--- src/rtl/ked_pkg.sv ---
// ----------------------------------------------------------------------------
// ked_pkg
// Shared types and constants for the k-mer edit distance block.
// ----------------------------------------------------------------------------
package ked_pkg;

  localparam int MAX_BASES_DEF = 32;

  localparam int CFG_W       = 6;    // width of both configuration registers
  localparam int CFG_AW      = 2;    // configuration index width
  localparam int DIST_W      = 6;    // result distance width
  localparam int IN_TDATA_W  = 128;  // two 64-bit k-mers
  localparam int OUT_TDATA_W = 8;    // distance + flag, padded to a byte

  localparam logic [CFG_AW-1:0] REG_KMER_LENGTH    = 2'd0;
  localparam logic [CFG_AW-1:0] REG_DISTANCE_LIMIT = 2'd1;

  localparam logic [CFG_W-1:0] KMER_LENGTH_RST    = 6'd32;
  localparam logic [CFG_W-1:0] DISTANCE_LIMIT_RST = 6'd1;

  typedef enum logic [1:0] {
    ST_IDLE,
    ST_RUN,
    ST_DONE
  } state_t;

  // controller -> datapath / output stage
  typedef struct packed {
    logic load;   // capture k-mers, start wavefront
    logic step;   // advance one anti-diagonal
    logic latch;  // capture the result
    logic push;   // move the result to the output register
  } ctrl_cmd_t;

  // datapath -> controller
  typedef struct packed {
    logic fin;    // result is ready on this step
  } ctrl_sts_t;

endpackage

--- src/rtl/ked_ctrl.sv ---
// ----------------------------------------------------------------------------
// ked_ctrl
// Sequencer for the edit distance block: accept, sweep, hand over result.
// ----------------------------------------------------------------------------
module ked_ctrl
  import ked_pkg::*;
(
  input  logic       clk,
  input  logic       rst_n,
  input  logic       in_tvalid,
  output logic       in_tready,
  input  logic       out_free,
  input  ctrl_sts_t  sts,
  output ctrl_cmd_t  cmd
);

  state_t state_r, state_nxt;

  always_ff @(posedge clk) begin
    if (!rst_n) begin
      state_r <= ST_IDLE;
    end else begin
      state_r <= state_nxt;
    end
  end

  always_comb begin
    state_nxt = state_r;
    unique case (state_r)
      ST_IDLE: begin
        if (in_tvalid) state_nxt = ST_RUN;
      end
      ST_RUN: begin
        if (sts.fin) state_nxt = ST_DONE;
      end
      ST_DONE: begin
        if (out_free) state_nxt = ST_IDLE;
      end
      default: state_nxt = ST_IDLE;
    endcase
  end

  always_comb begin
    in_tready = 1'b0;
    cmd       = '0;
    unique case (state_r)
      ST_IDLE: begin
        in_tready = 1'b1;
        cmd.load  = in_tvalid;
      end
      ST_RUN: begin
        cmd.step  = 1'b1;
        cmd.latch = sts.fin;
      end
      ST_DONE: begin
        cmd.push  = out_free;
      end
      default: begin
        in_tready = 1'b0;
      end
    endcase
  end

endmodule

--- src/rtl/ked_datapath.sv ---
// ----------------------------------------------------------------------------
// ked_datapath
// Anti-diagonal wavefront over the edit distance table, one lane per row.
// ----------------------------------------------------------------------------
module ked_datapath
  import ked_pkg::*;
#(
  parameter int MAX_BASES = MAX_BASES_DEF
) (
  input  logic                 clk,
  input  ctrl_cmd_t            cmd,
  input  logic [63:0]          first_kmer,
  input  logic [63:0]          second_kmer,
  input  logic [CFG_W-1:0]     kmer_len,
  input  logic [CFG_W-1:0]     dist_limit,
  output ctrl_sts_t            sts,
  output logic [DIST_W-1:0]    res_dist,
  output logic                 res_within
);

  // cell values reach at most 2*MAX_BASES (row 0 counts up to the last step)
  localparam int DW = $clog2(2 * MAX_BASES + 1);
  localparam int LW = $clog2(MAX_BASES + 1);
  localparam int AW = 2 * MAX_BASES;

  logic [AW-1:0]   a_r;
  logic [AW+1:0]   b_sr_r;
  logic [DW-1:0]   d_r;
  logic [DW-1:0]   cur_r   [0:MAX_BASES];
  logic [DW-1:0]   prev2_r [0:MAX_BASES];
  logic [1:0]      bq_r    [1:MAX_BASES];
  logic [DW-1:0]   cur_nxt [0:MAX_BASES];
  logic [1:0]      bsel    [1:MAX_BASES];
  logic [DIST_W-1:0] res_dist_r;
  logic              res_within_r;

  logic [LW-1:0]   k_eff;
  logic [LW-1:0]   half;
  logic [DW-1:0]   diag_val;
  logic [DW-1:0]   res_full;

  function automatic logic [DW-1:0] min3(input logic [DW-1:0] x,
                                         input logic [DW-1:0] y,
                                         input logic [DW-1:0] z);
    logic [DW-1:0] m;
    m = (x < y) ? x : y;
    return (m < z) ? m : z;
  endfunction

  assign k_eff = (kmer_len > CFG_W'(MAX_BASES)) ? LW'(MAX_BASES) : LW'(kmer_len);
  assign half  = d_r[DW-1:1];

  // one cell per lane on the current anti-diagonal; lane i sits at column d-i
  always_comb begin
    cur_nxt[0] = cur_r[0] + DW'(1);
    for (int i = 1; i <= MAX_BASES; i++) begin
      bsel[i] = (i == 1) ? b_sr_r[1:0] : bq_r[(i > 1) ? i - 1 : 1];
      if (d_r == DW'(i)) begin
        cur_nxt[i] = DW'(i);  // column zero
      end else begin
        cur_nxt[i] = min3(prev2_r[i-1] + DW'(a_r[2*(i-1) +: 2] != bsel[i]),
                          cur_r[i-1] + DW'(1),
                          cur_r[i] + DW'(1));
      end
    end
  end

  // cell (i,i) lies on anti-diagonal 2i and is produced by lane i
  assign diag_val = cur_nxt[half];
  assign sts.fin  = (k_eff == '0) ||
                    (!d_r[0] && ((diag_val > DW'(dist_limit)) || (half == k_eff)));
  assign res_full = (k_eff == '0) ? '0 : diag_val;

  always_ff @(posedge clk) begin
    if (cmd.load) begin
      a_r      <= first_kmer[AW-1:0];
      b_sr_r   <= {second_kmer[AW-1:0], 2'b00};
      cur_r[0] <= '0;
      d_r      <= DW'(1);
    end else if (cmd.step) begin
      for (int i = 0; i <= MAX_BASES; i++) begin
        cur_r[i]   <= cur_nxt[i];
        prev2_r[i] <= cur_r[i];
      end
      for (int i = 1; i <= MAX_BASES; i++) begin
        bq_r[i] <= bsel[i];
      end
      b_sr_r <= b_sr_r >> 2;
      d_r    <= d_r + DW'(1);
    end
    if (cmd.latch) begin
      res_dist_r   <= res_full[DIST_W-1:0];
      res_within_r <= (res_full <= DW'(dist_limit));
    end
  end

  assign res_dist   = res_dist_r;
  assign res_within = res_within_r;

endmodule

--- src/rtl/kmer_edit_distance_early_exit.sv ---
// ----------------------------------------------------------------------------
// kmer_edit_distance_early_exit
// Unit-cost edit distance of two packed k-mers, with early exit on the diagonal.
// ----------------------------------------------------------------------------
// Usage notes:
//  - in_* carries one transaction per pair of k-mers, 2 bits per base, base 0
//    in the low bits. out_* returns one transaction per pair: the distance,
//    and a flag set when it is no greater than distance_limit.
//  - cfg_* writes kmer_length (index 0) and distance_limit (index 1); only
//    write while no pair is in flight. Lengths above MAX_BASES saturate.
//  - The table is swept by anti-diagonals, one per cycle, with one lane per
//    row. A pair is accepted in idle, swept, then handed to the output
//    register before the next pair is taken. If the diagonal cell (i,i)
//    exceeds the limit the sweep stops once that cell is produced. k = 0
//    ends the sweep on its first step with distance 0.
//  - out_tvalid rises on the same edge at which the controller returns to
//    idle, ready for the next pair.
//  - The output register holds the finished result; a new pair is accepted
//    while it waits. A second result is kept in the datapath until the
//    receiver takes the first, and input is held off meanwhile.
//  - Reset (synchronous, active low) returns to idle, clears out_tvalid and
//    restores kmer_length = 32 and distance_limit = 1.
// ----------------------------------------------------------------------------
module kmer_edit_distance_early_exit
  import ked_pkg::*;
#(
  parameter int MAX_BASES = MAX_BASES_DEF
) (
  input  logic                   clk,
  input  logic                   rst_n,
  // configuration
  input  logic                   cfg_we,
  input  logic [CFG_AW-1:0]      cfg_addr,
  input  logic [CFG_W-1:0]       cfg_wdata,
  // input stream
  input  logic                   in_tvalid,
  output logic                   in_tready,
  input  logic [IN_TDATA_W-1:0]  in_tdata,   // [63:0] first_kmer, [127:64] second_kmer
  // result stream
  output logic                   out_tvalid,
  input  logic                   out_tready,
  output logic [OUT_TDATA_W-1:0] out_tdata   // [5:0] distance, [6] within_limit, [7] zero
);

  logic [CFG_W-1:0]       kmer_length_r;
  logic [CFG_W-1:0]       distance_limit_r;
  logic                   out_tvalid_r, out_tvalid_nxt;
  logic [OUT_TDATA_W-1:0] out_tdata_r;
  logic                   out_free;
  ctrl_cmd_t              cmd;
  ctrl_sts_t              sts;
  logic [DIST_W-1:0]      res_dist;
  logic                   res_within;

  // configuration registers
  always_ff @(posedge clk) begin
    if (!rst_n) begin
      kmer_length_r    <= KMER_LENGTH_RST;
      distance_limit_r <= DISTANCE_LIMIT_RST;
    end else if (cfg_we) begin
      if (cfg_addr == REG_KMER_LENGTH)    kmer_length_r    <= cfg_wdata;
      if (cfg_addr == REG_DISTANCE_LIMIT) distance_limit_r <= cfg_wdata;
    end
  end

  // output slot is free when empty or being drained this cycle
  assign out_free = !out_tvalid_r || out_tready;

  ked_ctrl u_ctrl (
    .clk       (clk),
    .rst_n     (rst_n),
    .in_tvalid (in_tvalid),
    .in_tready (in_tready),
    .out_free  (out_free),
    .sts       (sts),
    .cmd       (cmd)
  );

  ked_datapath #(
    .MAX_BASES (MAX_BASES)
  ) u_dp (
    .clk         (clk),
    .cmd         (cmd),
    .first_kmer  (in_tdata[63:0]),
    .second_kmer (in_tdata[127:64]),
    .kmer_len    (kmer_length_r),
    .dist_limit  (distance_limit_r),
    .sts         (sts),
    .res_dist    (res_dist),
    .res_within  (res_within)
  );

  // output register
  always_comb begin
    out_tvalid_nxt = out_tvalid_r;
    if (cmd.push)        out_tvalid_nxt = 1'b1;
    else if (out_tready) out_tvalid_nxt = 1'b0;
  end

  always_ff @(posedge clk) begin
    if (!rst_n) begin
      out_tvalid_r <= 1'b0;
    end else begin
      out_tvalid_r <= out_tvalid_nxt;
    end
  end

  always_ff @(posedge clk) begin
    if (cmd.push) begin
      out_tdata_r <= {1'b0, res_within, res_dist};
    end
  end

  assign out_tvalid = out_tvalid_r;
  assign out_tdata  = out_tdata_r;

endmodule

--- config.mk ---
export PLATFORM = sky130hd
export DESIGN_NAME = kmer_edit_distance_early_exit
export DESIGN_NICKNAME = d
export VERILOG_FILES = /design/src/rtl/ked_pkg.sv /design/src/rtl/ked_ctrl.sv /design/src/rtl/ked_datapath.sv /design/src/rtl/kmer_edit_distance_early_exit.sv
export SDC_FILE = /design/constraint.sdc
export NUM_CORES = 2
export LEC_CHECK = 0
export ABC_AREA = 1
export BUFFER_PORTS_ARGS = -buffer_cell sky130_fd_sc_hd__buf_2
export CORE_ASPECT_RATIO = 1.4
export CORE_MARGIN = 3
export CORE_UTILIZATION = 55
export CTS_BUF_LIST = sky130_fd_sc_hd__clkbuf_8
export DETAILED_ROUTE_END_ITERATION = 8
export PLACE_DENSITY_LB_ADDON = 0.15
export SLEW_MARGIN = 25
export SYNTH_ARGS = -nofsm -noshare
export SYNTH_HDL_FRONTEND = slang
export SYNTH_SLANG_ARGS = --single-unit
--- constraint.sdc ---
create_clock -name clk -period 15.9 [get_ports clk]
set_input_delay 0.795 -clock clk [delete_from_list [all_inputs] [get_ports clk]]
set_output_delay 0.795 -clock clk [all_outputs]
set_load 0.05 [all_outputs]
# Word-level counts from Yosys, hierarchy flattened
# Memories as Yosys holds them, arrays and structs flattened.
# Cells that the tools add are included.
# op_classes
n_mux	119
eq_ne	71
addsub	66
n_bitwise	2
magnitude_cmp	68
n_reduce_logical	14
# ops
cell	count
$mux 7	100
$lt 7x7->1	64
$add 7x1->7 const B	34
$add 7x1->7	32
$mux 66	2
$eq 7x5->1 const B	16
$ne 2x2->1	32
$eq 7x4->1 const B	8
$bmux 7 s6	1
$eq 7x3->1 const B	4
$eq 7x2->1 const B	2
$mux 1	10
$mux 2	4
$eq 7x1->1 const B	1
$eq 7x6->1 const B	1
$ge 7x7->1 const B	1
$gt 7x6->1	1
$le 7x6->1	1
$not 6->7	1
$eq 6x6->1	1
$gt 6x6->1 const B	1
$logic_not 6->1	1
$mux 6	1
$pmux 2 s3	1
other kinds (12)	20
# totals
inputBits	141
out_inout_bits	10
memories	3
ff_bits	166
wordCells	354
ram_bits	526
# mem_list
name	words	word_bits	read_ports	rd_ports_with_merged_regs	wr	line	rtl
u_dp.cur_r	33	7	33	0	33	ked_datapath.sv:29	logic [DW-1:0] cur_r [0:MAX_BASES];
u_dp.prev2_r	33	7	32	0	33	ked_datapath.sv:30	logic [DW-1:0] prev2_r [0:MAX_BASES];
u_dp.bq_r	32	2	31	0	32	ked_datapath.sv:31	logic [1:0] bq_r [1:MAX_BASES];

# Longest topological paths before layout
# An unclocked memory read counts as a cell.
# depth
ltp_word	20
depth_mapped	44
mapped_depth_nobuf	44

# By module
# From an unflattened synthesis, not the netlist that was laid out.
# hier_totals
cells_unflattened	5342
hier_area_um2	47534.3
# modules_own_cells
module	instances	area_per_inst_um2	seq_area_each_um2	cells_each
ked_datapath	1	46643.5	19759.0	5235
kmer_edit_distance_early_exit	1	773.2	470.5	90
ked_ctrl	1	117.6	40.0	17

# Least setup slack after synthesis
# OpenSTA, ideal clock, no wires.
# synth_path
kind	register to register
start	reg u_ctrl.state_r[0]
end	reg u_dp.res_dist_r[0], in the netlist u_dp.res_dist[0] (enable)
required_time_ns	15.558
slack_ns	8.243
arrival_ns	7.315
n_path_buf	1
period_less_slack_ns	7.657
stages_incl_launch_ff	6
path_cell_list	dfxtp_1 -> inv_1 -> nor2_1 -> buf_2 -> nand2_1 -> inv_1
# synth_lines
element	line	rtl
from (decl)	ked_ctrl.sv:17	state_t state_r, state_nxt;
from (signal assigned)	ked_ctrl.sv:23	state_r <= state_nxt;
to (signal assigned)	ked_datapath.sv:92	res_dist_r <= res_full[DIST_W-1:0];
to (decl)	ked_datapath.sv:34	logic [DIST_W-1:0] res_dist_r;

==> flow_summary_export.csv <==
group,metric,value,unit
synth,ys.flop_type,"edfxtp_1",
timing,period_needed,6880,ps
die,fp.coreArea,82100,um^2
detailed_routing,ant_nets,0,
die,start_util,55.8,%
timing,tns,0,ps
clock_network,cts.sinks,683,
die,row_count,124,
placed_design,io_buffers,149,
grt,antenna_found_initial,8,
critical_path,path_buf_inv,3,
die,die_x,250,um
finish,drive_gt1_share,9.70,%
detailed_routing,routedWlPerCell,18.8,um
die,die_h,347,um
synth,synth_seq_area_share,44.3,%
critical_path,cpMaxStageDelayCell,"edfxtp_1",
synth,synth_fp_nets,5541,
critical_path,cp_top_family,"simple AND/OR/NAND/NOR gates",
timing,hold_violations,0,
synth,async_flop_share,0,%
critical_path,worstSetupPathType,"register to register",
grt,grt_use_total,26.7,%
grt,grt_max_degree,152,
critical_path,cp.required,16370,ps
clock_network,h-tree-depth,3,
clock_network,clock_latency,800,ps
critical_path,cp_slowest_stage_delay,540,ps
detailed_routing,vias_per_cell,5.60,
timing,fin_crit_sh,43.3,%
detailed_routing,routed_wl,118000,um
synth,postSynthCellCount,4903,
timing,fin_skew,48.2,ps
run_status,status,"finished clean",
detailed_routing,num_vias,35100,
grt,first_global_vias,34300,
die,ios,151,
worst_hold_path,min-delay-path-class,"primary input to register",
timing,setup_viol,0,
clock_network,cts_max_path_buffers,3,
clock_network,cts-buffers-inserted,110,
critical_path,cp_max_fo,12,
clock_network,cts_tree,"yes",
clock_network,clk_pin_slew,70,ps
synth,synthesis.area,45800,um^2
synth,yosys_warnings,0,
timing,rsz0062_at_grt,"false",
synth,ys_top_cells_by_area,"edfxtp_1 43%, ha_1 14%, nand2_1 9.1%, xor2_1 4.7%, inv_1 3.6%",
finish,syn2layout_area_growth,8.74,%
grt,grt_remaining_overflow,0,
critical_path,crit_path_frequent_cell,"nand2_1",
placed_design,place_hpwl,90400,um
finish,final_common_cell,"nand2_1",
timing,fmax,145,MHz
detailed_routing,firstDrtPassIters,5,
detailed_routing,initialDrtViolationCount,2206,
synth,ys_ff_latch,683,
run,maxCapViolations,0,
timing,slew_violations,0,
finish,nets,5747,
synth,synth_top_area_cell,"edfxtp_1",
synth,synthDistinctLibCells,57,
critical_path,worstSetupEndpointType,"register",
finish,final_cell_mix,"1104 x nand2_1, 659 x edfxtp_1, 497 x ha_1, 475 x inv_1, 318 x nand3_1",
grt,grt_pass1_wl,183000,um
placed_design,gp_congestion,0.919,
critical_path,cp.arrival,7350,ps
die,dieArea,86800,um^2
timing,max_slew_margin,30.2,%
timing,worst-slew-pin-transition,1040,ps
clock_network,hold_buffers,0,
clock_network,postCtsSetupBuffers,0,
synth,synth_top_area_share,43.2,%
critical_path,start_kind,"register",
detailed_routing,post-route-drc-count,0,
synth,avgSynthCellArea,9.33,um^2
clock_network,cts_resized,0,
synth,synth_edf_count,659,
clock_network,root_buffer,"clkbuf_8",
## path summary, 6_finish.rpt
check,start,to,slack (ps),cells past startpoint
hold reg to reg,u_dp.res_dist[1],out_tdata[1],430,0
setup reg to reg,u_dp.bq_r[0][47],u_dp.res_dist[3],9020,37
hold / removal,in_tdata[36],u_dp.a_r[36],180,1
setup / recovery,u_dp.bq_r[0][47],u_dp.res_dist[3],9020,37
## registers in the layout (all words and copies together), names as in the netlist, 7 cells and up
name	cells
u_dp.b_sr_r	66
u_dp.d_r	7
u_dp.a_r	64
u_dp.bq_r	62
out_tdata	7
u_dp.prev2_r	224
u_dp.cur_r	231
## synthesized netlist by cell type (6+ instances only)
| cell | count |
|---|---|
| a211oi_1 | 33 |
| xor2_1 | 248 |
| dfxtp_1 | 24 |
| a22o_1 | 62 |
| buf_2 | 15 |
| o211ai_1 | 96 |
| nand3_1 | 318 |
| xnor2_1 | 139 |
| ha_1 | 497 |
| clkbuf_1 | 34 |
| edfxtp_1 | 659 |
| o21ai_0 | 257 |
| clkinv_1 | 10 |
| nand4_1 | 27 |
| nand3_2 | 10 |
| nand2_1 | 1105 |
| o22ai_1 | 23 |
| nor2_1 | 201 |
| o21a_1 | 15 |
| or2_2 | 16 |
| nor3_2 | 23 |
| a21o_1 | 17 |
| buf_6 | 6 |
| buf_4 | 11 |
| nor3_1 | 11 |
| a21oi_1 | 248 |
| o21ai_1 | 55 |
| nand2_2 | 30 |
| a22oi_1 | 6 |
| inv_1 | 444 |
| inv_2 | 76 |
| nand3b_1 | 123 |
## layout make-up
class                   count  area, um^2
fillers                  7128       32300
flip-flops and latches    683       20300
clock buffers             112        1540
clock inverters            89         583
well taps                1071        1340
repair buffers            165         878
multi-input cells        3613       23100
inverters                 536        2030
diodes                      8        20.0
## per-stage QoR
stage	hold WS, ps	area (um^2)	util, %	setup slack, ps	instances
global route	142	49800	60.6	8460	6276
CTS	110	49700	60.6	9070	6269
finish	177	49800	60.6	9020	6277
detailed placement	412	47600	58.0	9080	6068
floorplan	400	45800	-	8240	4903
global placement	416	47600	58.0	9200	6068
## layer usage
| layer | GRT usage, % | vias to the layer above | routed length, um |
|---|---|---|---|
| met4 | 13.8 | 2 | 6580 |
| met5 | 0 | - | 12 |
| met1 | 30.0 | 16400 | 45300 |
| met3 | 3.57 | 304 | 5310 |
| li1 | - | 17500 | - |
| met2 | 49.2 | 840 | 60500 |
## cells by family after synthesis
kind of cell | synth area share [%]
AO/OA/AOI/OAI | 10.9
XOR/XNOR | 7.41
adder cells (fa/ha/maj) | 13.6
buffers and inverters | 5.27
flip-flops | 44.3
other | 0.00819
AND/OR/NAND/NOR | 18.6
Power is not shown: default switching activity piles up to over one toggle a cycle in this logic, so the estimate is an artifact.
